[src/sv/cbe_pkg.sv]
`timescale 1ns / 1ps
package cbe_pkg;

  localparam int FRAC_BITS      = 16;
  localparam int ITERATIONS_DEF = 16;

  // Unsigned values in [0, one]: t, 1 - t and their products.
  localparam int Q_W      = FRAC_BITS + 1;
  // Signed control y coefficients in [-one, 2*one].
  localparam int COEF_W   = FRAC_BITS + 3;
  // Signed partial products and polynomial sums.
  localparam int SUM_W    = FRAC_BITS + 5;
  localparam int PROD_W   = FRAC_BITS + SUM_W;
  localparam int PROG_W   = 18;
  localparam int EASED_W  = 19;
  localparam int CFG_X_W  = 17;
  localparam int CFG_Y_W  = 19;
  localparam int CFG_D_W  = 19;
  localparam int CFG_IDX_W = 2;

  localparam int ONE_INT = 1 << FRAC_BITS;

  typedef logic [Q_W-1:0]            q_t;
  typedef logic signed [COEF_W-1:0]  coef_t;
  typedef logic signed [SUM_W-1:0]   sum_t;

  localparam q_t    Q_ONE    = q_t'(ONE_INT);
  localparam q_t    Q_HALF   = q_t'(ONE_INT / 2);
  localparam coef_t COEF_MIN = coef_t'(-ONE_INT);
  localparam coef_t COEF_MAX = coef_t'(2 * ONE_INT);
  localparam sum_t  SUM_MIN  = sum_t'(-ONE_INT);
  localparam sum_t  SUM_MAX  = sum_t'(2 * ONE_INT);

  localparam logic [CFG_IDX_W-1:0] REG_CTRL_X1 = 2'd0;
  localparam logic [CFG_IDX_W-1:0] REG_CTRL_Y1 = 2'd1;
  localparam logic [CFG_IDX_W-1:0] REG_CTRL_X2 = 2'd2;
  localparam logic [CFG_IDX_W-1:0] REG_CTRL_Y2 = 2'd3;

  localparam logic [CFG_X_W-1:0] RST_CTRL_X1 = 17'd20972;
  localparam logic [CFG_Y_W-1:0] RST_CTRL_Y1 = 19'd47186;
  localparam logic [CFG_X_W-1:0] RST_CTRL_X2 = 17'd0;
  localparam logic [CFG_Y_W-1:0] RST_CTRL_Y2 = 19'd65536;

  // Sideband of one bisection item.
  typedef struct packed {
    q_t lo;
    q_t hi;
    q_t t;
    q_t u;
    q_t x;
  } bis_t;

  // Terms of the polynomial: 3*pa + 3*pb + ttt.
  typedef struct packed {
    sum_t pa;
    sum_t pb;
    q_t   ttt;
  } poly_t;

  // Product of two values in [0, one], floored to Q.FRAC_BITS.
  function automatic q_t qmul_q(q_t a, q_t b);
    logic [2*Q_W-1:0] p;
    p = a * b;
    return p[FRAC_BITS +: Q_W];
  endfunction

  // Product of an unsigned value and a signed coefficient, floored.
  function automatic sum_t qmul_c(q_t a, coef_t c);
    logic signed [PROD_W-1:0] p;
    p = $signed({1'b0, a}) * c;
    return p[FRAC_BITS +: SUM_W];
  endfunction

  function automatic sum_t bez_sum(poly_t p);
    sum_t ttt_s;
    ttt_s = sum_t'(p.ttt);
    return (p.pa <<< 1) + p.pa + (p.pb <<< 1) + p.pb + ttt_s;
  endfunction

endpackage

[src/sv/cbe_outq.sv]
`timescale 1ns / 1ps
module cbe_outq (
  input  logic                              clk,
  input  logic                              rst_n,
  input  logic                              fin_valid,
  input  cbe_pkg::poly_t                    fin_poly,
  output logic                              en,
  output logic                              out_valid,
  input  logic                              out_stall,
  output logic signed [cbe_pkg::EASED_W-1:0] out_eased
);

  cbe_pkg::sum_t                       s;
  logic signed [cbe_pkg::EASED_W-1:0]  y;
  logic                                out_valid_r, skid_valid_r;
  logic signed [cbe_pkg::EASED_W-1:0]  out_eased_r, skid_eased_r;
  logic                                take;

  always_comb begin
    s = cbe_pkg::bez_sum(fin_poly);
    priority if (s < cbe_pkg::SUM_MIN) begin
      y = cbe_pkg::EASED_W'(cbe_pkg::SUM_MIN);
    end else if (s > cbe_pkg::SUM_MAX) begin
      y = cbe_pkg::EASED_W'(cbe_pkg::SUM_MAX);
    end else begin
      y = s[cbe_pkg::EASED_W-1:0];
    end
  end

  // The pipeline moves until the skid register holds a transaction.
  assign en   = !skid_valid_r;
  assign take = !out_valid_r || !out_stall;

  always_ff @(posedge clk) begin
    if (!rst_n) begin
      out_valid_r  <= 1'b0;
      skid_valid_r <= 1'b0;
    end else if (take) begin
      out_valid_r  <= skid_valid_r || fin_valid;
      skid_valid_r <= 1'b0;
    end else if (en && fin_valid) begin
      skid_valid_r <= 1'b1;
    end
  end

  always_ff @(posedge clk) begin
    if (take) begin
      out_eased_r <= skid_valid_r ? skid_eased_r : y;
    end else if (en && fin_valid) begin
      skid_eased_r <= y;
    end
  end

  assign out_valid = out_valid_r;
  assign out_eased = out_eased_r;

  a_skid_needs_out: assert property (@(posedge clk) disable iff (!rst_n)
    skid_valid_r |-> out_valid_r)
    else $error("skid register holds a transaction while the output is empty");

  a_skid_fill_on_hold: assert property (@(posedge clk) disable iff (!rst_n)
    $rose(skid_valid_r) |-> $past(out_valid_r && out_stall))
    else $error("skid register filled while the output was free");

  a_skid_drains: assert property (@(posedge clk) disable iff (!rst_n)
    skid_valid_r && !out_stall |=> out_valid_r && !skid_valid_r)
    else $error("skid transaction not moved to the output");

  a_eased_range: assert property (@(posedge clk) disable iff (!rst_n)
    out_valid_r |-> (out_eased_r >= cbe_pkg::EASED_W'(cbe_pkg::SUM_MIN)) &&
                    (out_eased_r <= cbe_pkg::EASED_W'(cbe_pkg::SUM_MAX)))
    else $error("eased value outside its saturation range");

endmodule
[config.mk]
export PLATFORM = sky130hd
export DESIGN_NAME = cbe_outq
export DESIGN_NICKNAME = d
export VERILOG_FILES = /design/src/sv/cbe_pkg.sv /design/src/sv/cbe_outq.sv
export SDC_FILE = /design/constraint.sdc
export NUM_CORES = 1
export LEC_CHECK = 0
export BUFFER_PORTS_ARGS = -buffer_cell sky130_fd_sc_hd__buf_2
export CORE_UTILIZATION = 40
export DETAILED_ROUTE_END_ITERATION = 8
export SYNTH_ARGS = -nofsm -noshare
export SYNTH_HDL_FRONTEND = slang
export SYNTH_SLANG_ARGS = --single-unit
[constraint.sdc]
create_clock -name clk -period 7.8 [get_ports clk]
set_clock_uncertainty 0.15 [all_clocks]
set_input_delay 1.56 -clock clk [delete_from_list [all_inputs] [get_ports clk]]
set_output_delay 1.56 -clock clk [all_outputs]
set_load 0.005 [all_outputs]
==> run summary, run 1 <==
The flow ran to the end, and the final reports show no timing, DRC or antenna violations. The predominant post-synthesis flop cell is edfxtp_1. The post-detailed-route via-to-cell ratio came out at 4.67.

The capture endpoint of the worst hold path is out_eased[2]. The die is 107 um wide. The classification of the worst setup path is primary input to flip-flop. The number of warnings reported in the yosys synthesis log is 0.

The first global-routing pass estimated 12900 um of wire. The number of clock buffers inserted by TritonCTS is 5. The number of nets handed over by synthesis was 587. The via count came out at 3122. The post-synthesis instance area came out at 4430 sq um. Counting cells, the worst reg-to-reg path comes to 3. The floorplan step defined a die boundary enclosing 11500 sq um. Among all cell types in the netlist, the one instantiated most often is inv_1. The synthesized area divided by synthesized cell count came out at 9.91 sq um.

The HPWL after detailed placement is 6270 um. Clock latency on the worst-skew pair, taken at its later pin, is 290 ps. The routed length per placed instance is 11.0 um. The top cell type's share of synthesized area is 25.8%. The worst endpoint required time came out at 7680 ps. The number of clock sinks seen by CTS is 40. The power density over the cells is 328 nW/um^2. The initial antenna violation count is 0. Setup repair after global routing left no endpoint under its margin. In this design, the stage delay of the slowest critical-path cell is 530 ps.

The total area of multi-input combinational cells came out at 2700 sq um. The number of placed instances, taps included, is 661. The data arrival time of the worst path is 6030 ps.

The post-CTS resize count came out at 0. The headroom to the max-slew limit is 42.1%. Adding up every negative setup slack in the final design gives 0 ps. In this design, the critical path's most frequently occurring cell is fa_1. In this run the most used layer during global routing was met2.

Global routing finished with a remaining overflow of 0. In this run the post-CTS setup repair buffer count came out at 0. The depth of the worst hold-timing path came out at 2. The fraction of met1 tracks used by global routing came out at 19.0%.

The maximum clock rate is 0.163 GHz. The endpoint identified for the worst register-to-register timing path is skid_eased_r[3]. The clock tree buffer depth came out at 2. The number of max-cap violations came out at 0. The vertical die dimension came out at 107 um. After layout, the worst path uses 78.8% of the clock period.

The number of setup violations in the final report came out at 0. The post-synthesis to final-layout area growth is 14.1%. The met2 usage came out at 22.8%.

Ranked by total cell area, the synthesized netlist is headed by edfxtp_1, fa_1, inv_1. STA classifies the critical path endpoint as a flip-flop. In the final layout, flip-flops and latches occupy 1180 sq um. The final number of hold-violating endpoints came to 0. The clock edge transition at the registers on the reported setup and hold paths is 70 ps. Counting flops with an async set or reset pin after synthesis yields a share of 0%. The post-synthesis cell count came out at 447.

The biggest fanout along the worst timing path came out at 32. The source of the worst register-to-register timing path is out_valid. After detailed routing, the number of remaining DRC violations is 0. The synthesis-stage register bit count is 40. The path class of the tightest hold or removal check is flip-flop to flip-flop.

The critical path goes through buf_2 > inv_1 > fa_1 > inv_1 > fa_1 > fa_1 > ha_1 > fa_1 > a211oi_2 > o21ai_1 > a211o_1 > mux2_4 > and3_1 > a31o_1 > a22oi_2 > buf_4 > o21ai_1. The filler cell count in the final layout is 1072. The pin count of the biggest net entering global routing came out at 34.

The number of antenna diodes in the final layout is 0. Of the cells placed in the final design, the portion with a size suffix greater than 1 is 23.1%. The post-detailed-route count of antenna-violating nets came out at 0. The number of search-and-repair iterations in the first detailed-routing pass came out at 4. The largest voltage drop on the vdd net came out at 139 uV. On the critical path, the stage with the largest delay is an instance of fa_1. The reg-to-reg setup timing slack came out at 5860 ps.

The root buffer selected by CTS is clkbuf_8. Summed over all layers, the routed wires come to 7350 um. The count of pins over their slew limit came out at 0. The minimum period implied by the final worst setup slack is 6150 ps. The critical path launch point is fin_poly[2]. The number of nets at the end of the flow came out at 668. Global routing consumed, on the met3 layer, 1.95% of the routing resources. The worst-margin pin slew is 866 ps. The biggest area contributor in the post-synthesis netlist is edfxtp_1.

The CTS tree is yes. The number of distinct standard cells referenced by the synthesized netlist is 58. By count the netlist is led by inv_1, fa_1, edfxtp_1. The detailed router's first-iteration violation count is 104. The placeable core region is 10800 sq um. The number of global-route vias before repair is 2982. At the end of routability-driven placement, the weighted congestion stood at 0.802.

The category of the worst setup path launch point is a primary input. The effective utilization at floorplan came out at 41.0%. The floorplan has 38 rows.

The count of pins on the block boundary is 84. For this run, the number of standard cells in the final layout without fillers is 669. The critical hold path startpoint is skid_eased_r[2]. The register area share after synthesis came out at 26.7%. The hold-fix buffer count after cts came out at 0.

The port buffer count is 83. The leakage dissipation is 2.50 nW. The number of enable flip-flop cells after synthesis is 38. The number of H-tree levels came out at 2. The total routing usage reported by global routing is 13.6%.
## final cells by class
class,instances,area share (%)
Clock buffer,5,1.36
Clock inverter,3,0.272
Inverter,128,9.51
Multi-Input combinational cell,267,53.4
Sequential cell,40,23.4
Tap cell,140,3.47
Timing Repair Buffer,86,8.67
## critical path: cells and delay by family
| family | cells | cell delay, ps |
|---|---|---|
| AOI/OAI and AO/OA | 6 | 1220 |
| adders and majority gates | 5 | 2190 |
| buffers and inverters | 4 | 540 |
| muxes | 1 | 340 |
| and+or+nand+nor | 1 | 150 |
## worst max-delay path by stage
| stage | to | slack, ps | cells past startpoint |
|---|---|---|---|
| floorplan | out_eased[12] | 1760 | 16 |
| global placement | out_eased[0] | 1440 | 17 |
| detailed placement | out_eased[0] | 1330 | 17 |
| CTS | out_eased[0] | 1630 | 17 |
| global route | out_eased[0] | 1460 | 17 |
| finish | out_eased[0] | 1650 | 17 |
## registers in the layout (all words and copies together), names as in the netlist
signal,count
out_eased,19
skid_eased_r,19
out_valid,1
skid_valid_r,1
## metal layers
metal | vias to the layer above | share of wire (%)
met4 | 0 | 0.37
met2 | 61 | 47
met3 | 4 | 3.9
met5 | - | 0
li1 | 1599 | -
met1 | 1458 | 49
## metrics by stage
| stage | hold slack (ps) | setup WS, ps | area [sq um] | total power (W) | util (%) |
|---|---|---|---|---|---|
| after CTS | 386 | 1630 | 5050 | 0.00168 | 46.8 |
| after detailed placement | 368 | 1330 | 4970 | 0.00154 | 46.1 |
| after global routing | 406 | 1460 | 5050 | 0.00183 | 46.8 |
| after floorplan | 350 | 1760 | 4430 | 0.00131 | - |
| final | 378 | 1650 | 5050 | 0.00166 | 46.8 |
| after global placement | 364 | 1440 | 4970 | 0.00152 | 46.1 |
## cells in the final DEF (no fill, tap or decap), drive strengths merged, types with 3 or more instances in the layout
cell    count
inv       127
and4b       3
fa         55
a21o        6
a21oi      17
o21a        7
o22ai       3
mux2        3
nand3       3
nor2       18
xor2        6
nand2b      4
buf        86
a311oi      3
ha         22
edfxtp     38
clkinv      4
nor2b       5
clkbuf      5
xnor2      12
nand2      33
o211ai      3
nor3        5
a211o       5
o21ai      13
a211oi      4
o31ai      13
## logic make-up (layout without fill, tap and decap cells)
kind of cell / after synthesis / in the layout / share of synthesized area (%)
AO/OA/AOI/OAI: 85 / 85 / 15.9
buffers and inverters: 140 / 222 / 12.5
XOR/XNOR: 18 / 18 / 3.56
adder cells (fa/ha/maj): 77 / 77 / 31.1
multiplexers: 4 / 4 / 1.07
flip-flops: 40 / 40 / 26.7
AND/OR/NAND/NOR: 83 / 83 / 9.18
## report_power, final
part,internal (W),switching [W],total [W],leakage [nW]
logic,0.000487,0.000710,0.00120,2.07
clock network,0.0000606,0.0000677,0.000128,0.0453
registers,0.000320,0.00000946,0.000330,0.388
total,0.000868,0.000787,0.00166,2.50
Power figures use the tool's default switching activity.
==> inputs of run 2 (changes only) <==
--- a/config.mk
+++ b/config.mk
@@ -5,6 +5,7 @@
 export SDC_FILE = /design/constraint.sdc
 export NUM_CORES = 1
 export LEC_CHECK = 0
+export ABC_AREA = 1
 export BUFFER_PORTS_ARGS = -buffer_cell sky130_fd_sc_hd__buf_2
 export CORE_UTILIZATION = 40
 export DETAILED_ROUTE_END_ITERATION = 8
==> constraint.sdc (replaced) <==
create_clock -name clk -period 5.2 [get_ports clk]
set_clock_uncertainty 0.15 [all_clocks]
set_input_delay 1.04 -clock clk [delete_from_list [all_inputs] [get_ports clk]]
set_output_delay 1.04 -clock clk [all_outputs]
set_load 0.005 [all_outputs]
==> run 2 against run 1 <==
  * Non-clock buffer count rose by 14
  * Sequential cell count unchanged
  * Final cell count grew 18%
  * Critical path depth grew 5
  * Largest power group unchanged
  * Utilization is 2.7 points higher
  * Highest routed layer unchanged
  * Design area up 8.0%
==> run summary, run 2 <==
The flow ran to the end, and the final reports show no timing, DRC or antenna violations. The total internal power is 0.00179 W (+110%). The pin count of the biggest net entering global routing came out at 23 (-32%). Sorting the synthesized cells by how often they occur yields inv_1, nand2_1, fa_1. The switching power of the nets was 0.00161 W (+100%). The post-detailed-route DRC marker count is 0 (unchanged).

The routed length per placed instance came to 10.2 um (-6.9%). The path with the worst hold slack has its endpoint at out_eased[10]. The instance area after placement was 5270 sq um (+6.1%). The largest total area in the synthesized netlist belongs to edfxtp_1. Setup repair after global routing left no endpoint under its margin.

The number of max-cap violations came to 0 (unchanged). The synthesis-stage register bit count is 40 (unchanged). The switching portion of total power is 47.4% (-0.19 points). The filler cell count in the final layout came out at 1115 (+4.0%). The number of antenna repair diodes is 0 (unchanged). The headroom to the max-slew limit is 44.8% (+2.7 points). The clock network fraction of total power came to 9.8% (+2.1 points). The worst path uses 94.8% of the clock period. The worst endpoint required time came out at 5080 ps (-2600 ps). The worst-margin pin slew came out at 825 ps (-41.1 ps). The number of standard-cell rows in the floorplan came out at 38 (unchanged). The sequential power share is 16.7% (-3.2 points).

The maximum clock rate is 0.203 GHz. The portion of total power attributed to combinational logic is 73.5% (+1.2 points). The finished layout cell area is 5460 sq um (+8.0%). The post-route setup TNS came out at 0 ps (unchanged). The leakage dissipation came to 3.01 nW (+20%).

The number of distinct standard cells referenced by the synthesized netlist came out at 36 (-38%). The count of pins on the block boundary was 84 (unchanged). The number of clock sinks seen by CTS came out at 40 (unchanged). The category of the worst setup path launch point is a primary input. In the layout the commonest cells are inv_1, nand2_1, buf_2, fa_1, edfxtp_1. The final number of hold-violating endpoints is 0 (unchanged).

The effective utilization at floorplan is 41.8% (+0.77 points). By startpoint and endpoint, the worst setup path is classified as primary input to flip-flop. The minimum period implied by the final worst setup slack came out at 4930 ps.

The data arrival time of the worst path is 4800 ps (-1230 ps). The post-synthesis instance area was 4610 sq um (+4.1%). The global-route wire length before repair was 14500 um (+13%). The most used flip-flop cell after synthesis is edfxtp_1.

The root buffer selected by CTS is clkbuf_16. The leading cell type in the layout, fill and taps excluded is inv_1. The via count came out at 3447 (+10%). The number of nets at the end of the flow is 787 (+18%). The number of setup violations in the final report came out at 0 (unchanged). The final weighted congestion in routability-driven placement came out at 0.805 (+0.35%). The number of search-and-repair iterations in the first detailed-routing pass is 4 (unchanged). The power density over the cells is 623 nW/um^2 (+90%). The total area of multi-input combinational cells is 2730 sq um (+1.4%). The register area share after synthesis came to 25.6% (-1.1 points). The clock edge transition at the registers on the reported setup and hold paths is 50 ps (-20 ps). TritonCTS built the clock tree.

The worst-skew pair later-pin latency is 280 ps (about the same). The placeable core region was 11000 sq um (+2.2%). By instance count, the leading cell after synthesis is inv_1. The post-detailed-route count of antenna-violating nets came to 0 (unchanged). The x dimension of the die came out at 109 um (+2.0%). The detailed router's first-iteration violation count is 97 (-6.7%).

The fraction of layout cells with a size suffix above 1 came out at 22.8% (-0.22 points). The post-detailed-route via-to-cell ratio came to 4.37 (-6.3%). The count of pins over their slew limit is 0 (unchanged). The endpoint type of the worst setup path is a flip-flop. The placed wire-length estimate came out at 7060 um (+13%). The share of async-settable or async-resettable flops after synthesis came out at 0% (unchanged). The die outline area is 12000 sq um (+4.0%). The biggest fanout along the worst timing path is 16 (-50%). The port buffer count was 83 (unchanged). The endpoint identified for the worst register-to-register timing path is skid_eased_r[0]. Compared with the post-synthesis result, the final layout area differs by 18.4%.

The largest voltage drop on the vdd net came out at 408 uV (+190%). The worst reg2reg path depth came out at 4 (+1). The area occupied by registers was 1180 sq um (unchanged).

The number of clock buffers inserted by TritonCTS came to 5 (unchanged). The startpoint identified for the worst register-to-register timing path is skid_valid_r. The synthesized area divided by synthesized cell count is 8.41 sq um (-15%).

The vertical die dimension is 109 um (+2.0%). The number of H-tree levels is 2 (unchanged). The reg-to-reg setup timing slack is 3020 ps (-2840 ps). The number of global-route vias before repair came out at 3399 (+14%). The global-route congestion overflow total is 0 (unchanged).

The number of enable flip-flop cells after synthesis came to 38 (unchanged). After synthesis, the cell types taking the most area are edfxtp_1, fa_1, inv_1. The clock tree buffer depth came out at 2 (unchanged). The depth of the worst hold-timing path came out at 2 (unchanged). The number of warnings reported in the yosys synthesis log is 0 (unchanged).

The tightest min-delay check is of the flip-flop to flip-flop type. The total routing usage reported by global routing came to 15.1% (+1.4 points). The top cell type's share of synthesized area is 24.7% (-1.0 points). The post-synthesis cell count is 548 (+23%). The critical hold path startpoint is skid_eased_r[10]. The overall routed net length came out at 8070 um (+9.7%). The synthesized netlist net count is 688 (+17%).

The initial antenna violation count came out at 0 (unchanged).
==> run 2: changes by cell type after synthesis, sizes merged, moves of 13 or more <==
cell / before / now
nand2: 33 / 120
inv: 127 / 171
nand3: 3 / 27
o31ai: 13 / 0
nand4: 2 / 22
nor2: 18 / 37
==> run 2: kinds of logic after synthesis <==
kind of cell    synth area share (%)
flops                           25.6
simple gates                    22.5
buf+inv                         15.3
xor+xnor                        2.93
fa+ha+maj                       29.9
compound gates                  3.85
==> run 2: how the worst max path moves through the flow <==
stage                    end  slack [ps]  depth (start not counted)          from
6_report        out_eased[2]         270                         22   fin_poly[2]
5_1_grt         out_eased[2]           5                         22  fin_poly[18]
4_1_cts         out_eased[2]         170                         22   fin_poly[2]
3_5_place_dp    out_eased[2]        -130                         22   fin_poly[2]
3_3_place_gp   out_eased[13]           4                         22   fin_poly[2]
2_1_floorplan  out_eased[17]         240                         21   fin_poly[2]
==> run 2: power groups by stage <==
stage	clock network [W]	logic (W)	registers, W
2_1_floorplan	0	0.00183	0.000585
3_3_place_gp	0	0.00241	0.000572
3_5_place_dp	0	0.00246	0.000574
4_1_cts	0.000339	0.00248	0.000568
5_1_grt	0.000358	0.00285	0.000573
6_report	0.000334	0.00250	0.000566
==> run 2: stage by stage <==
step,hold WS (ps),worst slack (ps),cells,util (%),power (W)
global route,388,4.57,788,49.5,0.00378
global placement,355,4.38,779,47.8,0.00298
detailed placement,355,-125,779,47.8,0.00303
floorplan,341,245,548,-,0.00241
CTS,367,173,787,49.3,0.00338
finish,364,273,788,49.5,0.00340
==> run 2: repair_timing <==
action                     4_1_cts  5_1_grt
gates resized for setup          0        3
setup endpoints to repair        0       30
hold buffers                     0        0
setup buffers                    0        1
==> run 2: final cells by class <==
class,instances,area share (%)
Sequential cell,40,21.6
Multi-Input combinational cell,329,50.1
Clock buffer,5,2.29
Inverter,171,11.8
Tap cell,140,3.21
Clock inverter,3,0.688
Timing Repair Buffer,100,10.3
==> run 2: worst max-delay path, cell delays in order <==
cell and delay [ps]:
buf_2 70, inv_1 40, fa_1 530, inv_1 50, fa_1 520, fa_1 420
ha_1 240, fa_1 440, nand2_1 90, nand3_1 110, nand3_2 90, nand2_1 60
nand3_1 80, nand3_1 140, nand4_1 110, nand2_1 80, xor2_2 170, inv_2 90
o21ai_4 80, buf_6 160, nand4_1 90, nand2_1 80
==> run 2: metal layers <==
layer,wire length [um],global-route usage [%]
met4,94,4.00
met5,0,0
met1,3910,20.2
met3,296,1.66
met2,3770,25.9
